### config.mk
export PLATFORM = sky130hd
export DESIGN_NAME = price_box_breakout_tracker_flat
export DESIGN_NICKNAME = d
export VERILOG_FILES = /design/src/rtl/core/pbb_pkg.sv /design/src/rtl/core/pbb_if.sv /design/src/rtl/core/price_box_breakout_tracker.sv /design/src/flat_wrapper.sv
export SDC_FILE = /design/constraint.sdc
export NUM_CORES = 1
export LEC_CHECK = 0
export BUFFER_PORTS_ARGS = -buffer_cell sky130_fd_sc_hd__buf_2
export CORE_MARGIN = 10
export CORE_UTILIZATION = 30
export DETAILED_ROUTE_END_ITERATION = 10
export REMOVE_ABC_BUFFERS = 1
export SYNTH_ARGS = -nofsm -noshare
export SYNTH_HDL_FRONTEND = slang
export SYNTH_SLANG_ARGS = --single-unit
### constraint.sdc
create_clock -name clk_i -period 10 [get_ports clk_i]
set_clock_uncertainty 0.15 [all_clocks]
set_input_delay 0.5 -clock clk_i [delete_from_list [all_inputs] [get_ports clk_i]]
set_output_delay 0.5 -clock clk_i [all_outputs]
set_load 0.1 [all_outputs]
### src/rtl/core/pbb_pkg.sv
// Package for the price box breakout tracker.
// Holds default widths, the confirmation register reset value and counter helpers.
// No dependencies.
package pbb_pkg;

  localparam int unsigned PRICE_BITS_DEF = 32;
  localparam int unsigned CONFIRM_BITS   = 4;
  localparam int unsigned COUNT_BITS     = 8;

  localparam logic [CONFIRM_BITS-1:0] CONFIRM_RESET = CONFIRM_BITS'(4);
  localparam logic [COUNT_BITS-1:0]   COUNT_MAX     = '1;
  localparam logic [COUNT_BITS-1:0]   COUNT_ONE     = COUNT_BITS'(1);

  typedef logic [CONFIRM_BITS-1:0] confirm_t;
  typedef logic [COUNT_BITS-1:0]   count_t;

  function automatic count_t count_up(input count_t c);
    count_t r;
    r = (c == COUNT_MAX) ? COUNT_MAX : c + COUNT_ONE;
    return r;
  endfunction

  function automatic logic count_hit(input count_t c, input confirm_t n);
    logic r;
    r = (c == {{(COUNT_BITS-CONFIRM_BITS){1'b0}}, n});
    return r;
  endfunction

endpackage

### src/rtl/core/pbb_if.sv
// Channel interfaces of the price box breakout tracker: bar input, result output
// and the confirmation register write channel.
// Depends on pbb_pkg.
interface pbb_bar_if #(
  parameter int unsigned PRICE_BITS = pbb_pkg::PRICE_BITS_DEF
);
  logic                  valid;
  logic                  ready;
  logic [PRICE_BITS-1:0] open_price;
  logic [PRICE_BITS-1:0] high_price;
  logic [PRICE_BITS-1:0] low_price;
  logic [PRICE_BITS-1:0] close_price;

  modport source (output valid, open_price, high_price, low_price, close_price,
                  input ready);
  modport sink   (input valid, open_price, high_price, low_price, close_price,
                  output ready);
endinterface

interface pbb_result_if #(
  parameter int unsigned PRICE_BITS = pbb_pkg::PRICE_BITS_DEF
);
  logic                  valid;
  logic                  ready;
  logic                  buy_now;
  logic                  exit_now;
  logic                  stop_moved;
  logic                  done_latched;
  logic [PRICE_BITS-1:0] box_top_out;
  logic [PRICE_BITS-1:0] box_bottom_out;
  logic [PRICE_BITS-1:0] stop_out;

  modport source (output valid, buy_now, exit_now, stop_moved, done_latched,
                         box_top_out, box_bottom_out, stop_out,
                  input ready);
  modport sink   (input valid, buy_now, exit_now, stop_moved, done_latched,
                        box_top_out, box_bottom_out, stop_out,
                  output ready);
endinterface

interface pbb_cfg_if;
  logic               valid;
  logic               ready;
  pbb_pkg::confirm_t  confirm_bars;

  modport source (output valid, confirm_bars, input ready);
  modport sink   (input valid, confirm_bars, output ready);
endinterface

### src/rtl/core/price_box_breakout_tracker.sv
// Price box breakout tracker: one price bar in, one signal/level result out.
// Depends on pbb_pkg and the channel interfaces in pbb_if.sv.
//
// Usage:
//   bar_i    - valid/ready channel of price bars (open, high, low, close ticks).
//   result_o - valid/ready channel of results: buy, exit, stop-moved and done
//              flags plus the box top, box bottom and stop level after the bar.
//   cfg_i    - valid/ready write of confirm_bars; always ready, write while idle.
//   A transfer happens at a rising clk_i edge with valid and ready both high.
//   Latency: the result of a bar is valid in the cycle after its transfer.
//   Throughput: one bar per cycle. The box update is one pass of compares and
//   two saturating adds between the state registers and the result register.
//   When the receiver stalls, the result register holds and bar_i.ready drops
//   until the result is taken; a bar is taken in the same cycle the held
//   result leaves.
//   Reset (rst_ni low, asynchronous) clears all box state and done, empties the
//   result register (not its buy/exit/moved bits) and sets confirm_bars to 4.
module price_box_breakout_tracker #(
  parameter int unsigned PRICE_BITS = pbb_pkg::PRICE_BITS_DEF
) (
  input  logic clk_i,
  input  logic rst_ni,
  pbb_bar_if.sink      bar_i,
  pbb_result_if.source result_o,
  pbb_cfg_if.sink      cfg_i
);
  import pbb_pkg::*;

  typedef logic [PRICE_BITS-1:0] price_t;

  function automatic price_t add_sat(input price_t a, input price_t b);
    logic [PRICE_BITS:0] s;
    s = {1'b0, a} + {1'b0, b};
    return s[PRICE_BITS] ? '1 : s[PRICE_BITS-1:0];
  endfunction

  price_t   top_q, top_d, bot_q, bot_d, stop_q, stop_d;
  price_t   height_q, height_d, ghost_q, ghost_d;
  count_t   tcnt_q, tcnt_d, bcnt_q, bcnt_d;
  logic     tconf_q, tconf_d, bconf_q, bconf_d, done_q, done_d;
  confirm_t confirm_q;

  logic     out_valid_q;
  logic     buy_q, buy_d, exit_q, exit_d, moved_q, moved_d;

  logic     take;

  assign bar_i.ready = !out_valid_q || result_o.ready;
  assign take        = bar_i.valid && bar_i.ready;
  assign cfg_i.ready = 1'b1;

  always_comb begin
    price_t op, hi, lo, cl;
    price_t top1, bot1, stop1, ghost1, bot2, stop2, ghost2, height2;
    count_t tcnt1, bcnt1, bcnt2;
    logic   tconf1, bconf1, bconf2, buy, ex, moved;

    op = bar_i.open_price;
    hi = bar_i.high_price;
    lo = bar_i.low_price;
    cl = bar_i.close_price;
    buy = 1'b0;
    ex = 1'b0;
    moved = 1'b0;

    top1 = top_q;
    bot1 = bot_q;
    stop1 = stop_q;
    ghost1 = ghost_q;
    tcnt1 = tcnt_q;
    bcnt1 = bcnt_q;
    tconf1 = tconf_q;
    bconf1 = bconf_q;
    if (hi <= top_q) begin
      tcnt1 = count_up(tcnt_q);
      if (count_hit(tcnt1, confirm_q)) begin
        tconf1 = 1'b1;
      end
    end else begin
      if (tconf_q && bconf_q && (cl > top_q) && (cl > stop_q)) begin
        buy = 1'b1;
        stop1 = top_q;
        ghost1 = add_sat(top_q, height_q);
        moved = 1'b1;
      end
      top1 = hi;
      bot1 = lo;
      tcnt1 = COUNT_ONE;
      bcnt1 = '0;
      tconf1 = 1'b0;
      bconf1 = 1'b0;
    end

    bot2 = bot1;
    stop2 = stop1;
    ghost2 = ghost1;
    height2 = height_q;
    bcnt2 = bcnt1;
    bconf2 = bconf1;
    done_d = done_q;
    if (bconf1) begin
      if (cl < bot1) begin
        ex = 1'b1;
        done_d = 1'b1;
      end else begin
        bcnt2 = count_up(bcnt1);
        if (({{(COUNT_BITS-CONFIRM_BITS){1'b0}}, confirm_q} < bcnt2) &&
            (cl > stop1) && (op < cl)) begin
          buy = 1'b1;
        end
      end
    end else if (lo >= bot1) begin
      bcnt2 = count_up(bcnt1);
      if (count_hit(bcnt2, confirm_q)) begin
        bconf2 = 1'b1;
        if (bot1 > stop1) begin
          stop2 = bot1;
        end
        height2 = (top1 >= bot1) ? top1 - bot1 : '0;
        ghost2 = top1;
        moved = 1'b1;
      end
    end else begin
      bot2 = lo;
      bcnt2 = COUNT_ONE;
    end

    stop_d = stop2;
    ghost_d = ghost2;
    if (!tconf1 && !bconf2 && (stop2 != '0) && (cl > ghost2)) begin
      stop_d = ghost2;
      ghost_d = add_sat(ghost2, height2);
      moved = 1'b1;
    end

    top_d = top1;
    bot_d = bot2;
    height_d = height2;
    tcnt_d = tcnt1;
    bcnt_d = bcnt2;
    tconf_d = tconf1;
    bconf_d = bconf2;
    buy_d = buy;
    exit_d = ex;
    moved_d = moved;
  end

  always_ff @(posedge clk_i or negedge rst_ni) begin
    if (!rst_ni) begin
      top_q <= '0;
      bot_q <= '0;
      stop_q <= '0;
      height_q <= '0;
      ghost_q <= '0;
      tcnt_q <= '0;
      bcnt_q <= '0;
      tconf_q <= 1'b0;
      bconf_q <= 1'b0;
      done_q <= 1'b0;
    end else if (take) begin
      top_q <= top_d;
      bot_q <= bot_d;
      stop_q <= stop_d;
      height_q <= height_d;
      ghost_q <= ghost_d;
      tcnt_q <= tcnt_d;
      bcnt_q <= bcnt_d;
      tconf_q <= tconf_d;
      bconf_q <= bconf_d;
      done_q <= done_d;
    end
  end

  always_ff @(posedge clk_i or negedge rst_ni) begin
    if (!rst_ni) begin
      confirm_q <= CONFIRM_RESET;
    end else if (cfg_i.valid && cfg_i.ready) begin
      confirm_q <= cfg_i.confirm_bars;
    end
  end

  always_ff @(posedge clk_i or negedge rst_ni) begin
    if (!rst_ni) begin
      out_valid_q <= 1'b0;
    end else if (bar_i.ready) begin
      out_valid_q <= bar_i.valid;
    end
  end

  always_ff @(posedge clk_i) begin
    if (take) begin
      buy_q <= buy_d;
      exit_q <= exit_d;
      moved_q <= moved_d;
    end
  end

  assign result_o.valid          = out_valid_q;
  assign result_o.buy_now        = buy_q;
  assign result_o.exit_now       = exit_q;
  assign result_o.stop_moved     = moved_q;
  assign result_o.done_latched   = done_q;
  assign result_o.box_top_out    = top_q;
  assign result_o.box_bottom_out = bot_q;
  assign result_o.stop_out       = stop_q;

endmodule

### src/flat_wrapper.sv
// flat-port wrapper written by rule: the top's interface ports become plain ports
module price_box_breakout_tracker_flat import pbb_pkg::*;
#(
  parameter int unsigned PRICE_BITS = pbb_pkg::PRICE_BITS_DEF
)
  (clk_i, rst_ni, bar_i_valid, bar_i_open_price, bar_i_high_price, bar_i_low_price, bar_i_close_price, bar_i_ready, result_o_valid, result_o_buy_now, result_o_exit_now, result_o_stop_moved, result_o_done_latched, result_o_box_top_out, result_o_box_bottom_out, result_o_stop_out, result_o_ready, cfg_i_valid, cfg_i_confirm_bars, cfg_i_ready);
  pbb_bar_if #(.PRICE_BITS(PRICE_BITS)) bar_i_i ();
  pbb_result_if #(.PRICE_BITS(PRICE_BITS)) result_o_i ();
  pbb_cfg_if cfg_i_i ();
  input  logic clk_i;
  input  logic rst_ni;
  input wire logic [$bits(bar_i_i.valid)-1:0] bar_i_valid;
  input wire logic [$bits(bar_i_i.open_price)-1:0] bar_i_open_price;
  input wire logic [$bits(bar_i_i.high_price)-1:0] bar_i_high_price;
  input wire logic [$bits(bar_i_i.low_price)-1:0] bar_i_low_price;
  input wire logic [$bits(bar_i_i.close_price)-1:0] bar_i_close_price;
  output wire logic [$bits(bar_i_i.ready)-1:0] bar_i_ready;
  output wire logic [$bits(result_o_i.valid)-1:0] result_o_valid;
  output wire logic [$bits(result_o_i.buy_now)-1:0] result_o_buy_now;
  output wire logic [$bits(result_o_i.exit_now)-1:0] result_o_exit_now;
  output wire logic [$bits(result_o_i.stop_moved)-1:0] result_o_stop_moved;
  output wire logic [$bits(result_o_i.done_latched)-1:0] result_o_done_latched;
  output wire logic [$bits(result_o_i.box_top_out)-1:0] result_o_box_top_out;
  output wire logic [$bits(result_o_i.box_bottom_out)-1:0] result_o_box_bottom_out;
  output wire logic [$bits(result_o_i.stop_out)-1:0] result_o_stop_out;
  input wire logic [$bits(result_o_i.ready)-1:0] result_o_ready;
  input wire logic [$bits(cfg_i_i.valid)-1:0] cfg_i_valid;
  input wire logic [$bits(cfg_i_i.confirm_bars)-1:0] cfg_i_confirm_bars;
  output wire logic [$bits(cfg_i_i.ready)-1:0] cfg_i_ready;
  assign bar_i_i.valid = bar_i_valid;
  assign bar_i_i.open_price = bar_i_open_price;
  assign bar_i_i.high_price = bar_i_high_price;
  assign bar_i_i.low_price = bar_i_low_price;
  assign bar_i_i.close_price = bar_i_close_price;
  assign bar_i_ready = bar_i_i.ready;
  assign result_o_valid = result_o_i.valid;
  assign result_o_buy_now = result_o_i.buy_now;
  assign result_o_exit_now = result_o_i.exit_now;
  assign result_o_stop_moved = result_o_i.stop_moved;
  assign result_o_done_latched = result_o_i.done_latched;
  assign result_o_box_top_out = result_o_i.box_top_out;
  assign result_o_box_bottom_out = result_o_i.box_bottom_out;
  assign result_o_stop_out = result_o_i.stop_out;
  assign result_o_i.ready = result_o_ready;
  assign cfg_i_i.valid = cfg_i_valid;
  assign cfg_i_i.confirm_bars = cfg_i_confirm_bars;
  assign cfg_i_ready = cfg_i_i.ready;
  price_box_breakout_tracker #(.PRICE_BITS(PRICE_BITS)) u_core (.clk_i(clk_i), .rst_ni(rst_ni), .bar_i(bar_i_i), .result_o(result_o_i), .cfg_i(cfg_i_i));
endmodule
==> impl_metrics.tcl <==
set metrics [dict create \
    drv_cap 0 \
    hold_viol 0 \
    ios 240 \
    synth_edf_count 3 \
    internal_power_mw 4.15 \
    first_iter_violations 1884 \
    drtPass1Iterations 5 \
    syn_inst 2577 \
    worst-path-max-fanout 32 \
    grt.total_usage 0.221 \
    layout_setup_ws_ns 0.439 \
    reg2reg_from "u_core.result_o.box_top_out[31]" \
    rows 99 \
    drt-met1-wl_um 40200 \
    crit_required_ns 10.21 \
    cts_sinks 187 \
    pwr-share-clk 0.077 \
    synth-seq-cells 187 \
    place_area_mm2 0.0252 \
    crit_type "register to register" \
    grt_pass1_vias 21700 \
    grt_start_max_net_pins 67 \
    nets 3412 \
    cts_tree "done" \
    status "finished, final reports clean" \
    cts_made_buffers 17 \
    yosysSeqAreaShare 0.214 \
    p_leak_nw 12.2 \
    setup_viol 0 \
    critPathArrivalTime_ns 9.77 \
    p_switching_mw 5.99 \
    holdPathEnd "u_core.result_o.valid" \
    place.port_buffers 238 \
    timing.final.crit_period_ns 9.56 \
    holdPathStages 2 \
    rsz0062_at_grt "no" \
    initial_core_util 0.302 \
    cellPowerDensity_mw_per_mm2 392 \
    syn-cell-area_mm2 0.0220 \
    viasPerCell 5.80 \
    ys_warn_count 0 \
    drc 0 \
    met2WireLength_um 42500 \
    relSlewSlack 0.224 \
    syn_avg_cell_area_um2 8.53 \
    hpwl_um 79500 \
    routed_wl_um 97100 \
    maxClockFrequency_mhz 105 \
    dr.max_layer_used "met5" \
    area_delta_synth_final_pct 17.6 \
    worstHoldStart "bar_i_valid" \
    endpoint_kind "register" \
    hold_slack_ns 0.0466 \
    p_seq_frac 0.132 \
    cp_slowest_stage_delay_ns 0.65 \
    slew_viol_final 0 \
    drive_gt1_frac 0.179 \
    fin_util 0.355 \
    ir_drop_mv 0.247 \
    fin_area_mm2 0.0259 \
    antenna_found_initial 14 \
    critPathSlowestCell "inv_1" \
    clk_pin_slew_ns 0.08 \
    rrSetupSlack_ns 0.44 \
    r2r-end "u_core.result_o.stop_out[24]" \
    final_antenna_net_count 0 \
    die_w_um 291 \
    tightest_slew_ns 1.13 \
    power_switching_share 0.591 \
    grt_pass1_wl_um 143000 \
    grt-ovfl-total 0 \
    post_synth_num_cell_types 88 \
    post-place-ws_ns -0.117 \
    cp-start-kind "register" \
    r2r.worst_path.cells 33 \
    coreArea_mm2 0.0728 \
    tns_ns 0 \
    drt-wirelength-per-cell_um 25.1 \
    place_congestion 1.03 \
    async_flop_share 0.984 \
    wl_met3_um 8960 \
    htree_num_levels 4 \
    die_h_um 291 \
    timing.final.crit_share 0.956 \
    final_common_cell "ha_1" \
    cts_root_buf "clkbuf_16" \
    clock_latency_ns 0.52 \
    die_area_mm2 0.0845 \
    final_cell_mix "ha_1, buf_2, inv_1, dfrtp_1, o21ai_0" \
    num_vias 22400 \
    hold_class "primary input to register" \
    clock_path_buffers 2 \
    combPwrFrac 0.791 \
    synth_ff_type "dfrtp_1" \
]
==> power by group through the flow <==
stage                     clock network [mW]  registers (mW)  logic, mW
after floorplan                            0            2.48       4.29
after global placement                     0            1.33       7.84
after detailed placement                   0            1.34       7.83
after CTS                              0.794            1.32       7.88
after global routing                   0.817            1.36       8.64
final                                  0.781            1.34       8.02
==> per-stage QoR <==
step / std cells / total power, mW
5_1_grt: 3860 / 10.8
2_1_floorplan: 2486 / 6.77
3_3_place_gp: 3822 / 9.18
3_5_place_dp: 3822 / 9.16
6_report: 3862 / 10.1
4_1_cts: 3854 / 9.99
==> logic make-up after synthesis <==
| kind of cell | synth area share |
|---|---|
| muxes | 0.0582 |
| adders and majority gates | 0.222 |
| other | 0.000171 |
| AOI/OAI and AO/OA | 0.262 |
| buffers and inverters | 0.0590 |
| xor gates and xnor gates | 0.0347 |
| and+or+nand+nor | 0.149 |
| DFF | 0.214 |
==> flip-flops by register name, indices dropped and copies added, names as in the netlist, 4 cells and up <==
signal,count
u_core.result_o.box_top_out,32
u_core.bcnt_q,8
u_core.ghost_q,32
u_core.height_q,32
u_core.result_o.box_bottom_out,32
u_core.confirm_q,4
u_core.result_o.stop_out,32
u_core.tcnt_q,8
==> worst max-delay path, delay by kind of cell (launching register included) <==
family,cells,cell delay [ns]
compound gates,13,3.11
mux,2,0.89
fa+ha+maj,3,1.03
simple gates,9,1.90
buf+inv,6,1.68
flops,1,0.58
==> final cells by class <==
cell class / count / area (um^2)
Clock buffer: 20 / 468
Sequential cell: 187 / 4700
Inverter: 235 / 883
Antenna cell: 5 / 12.5
Multi-Input combinational cell: 2064 / 16100
Fill cell: 7615 / 47000
Clock inverter: 11 / 158
Tap cell: 959 / 1200
Timing Repair Buffer: 381 / 2380
==> synth_stat cells, drive strengths merged, types with 35 or more instances <==
library cell    n  area, um^2
ha            386        4830
inv           235         882
dfrtp         183        4580
o21ai         178         898
a21oi         172         861
nor2          148         556
nand2         140         526
mux2i          84         841
a21o           80         601
nor3           69         360
nand4          67         419
clkbuf         58         218
xnor2          52         455
nand3          44         220
a211oi         39         303
mux2           39         439
a221oi         37         449
xor2           35         307
==> per-layer routing <==
metal  vias to the layer above  track usage
li1                      10400            -
met1                     10700        0.278
met2                      1022        0.342
met3                       238       0.0593
met4                        20        0.114
met5                         -            0
==> worst max-delay path by stage <==
stage                                    start                            to  slack, ns  cells past startpoint
6_report       u_core.result_o.box_top_out[31]  u_core.result_o.stop_out[24]       0.44                     33
5_1_grt        u_core.result_o.box_top_out[31]             u_core.ghost_q[6]      0.005                     38
4_1_cts        u_core.result_o.box_top_out[31]            u_core.ghost_q[31]       0.08                     35
3_5_place_dp   u_core.result_o.box_top_out[31]            u_core.ghost_q[31]      -0.12                     35
3_3_place_gp   u_core.result_o.box_top_out[31]            u_core.ghost_q[31]      -0.06                     33
2_1_floorplan   u_core.result_o.box_top_out[1]            u_core.ghost_q[31]      -6.54                     28
==> timing repair <==
item | 4_1_cts | 5_1_grt
pin swaps | 0 | 1
endpoints found under the setup margin | 24 | 59
buffers inserted | 0 | 3
endpoints found under the hold margin | 63 | 0
gates resized for setup | 1 | 6
hold buffers | 1 | 0
Power figures use the tool's default switching activity.
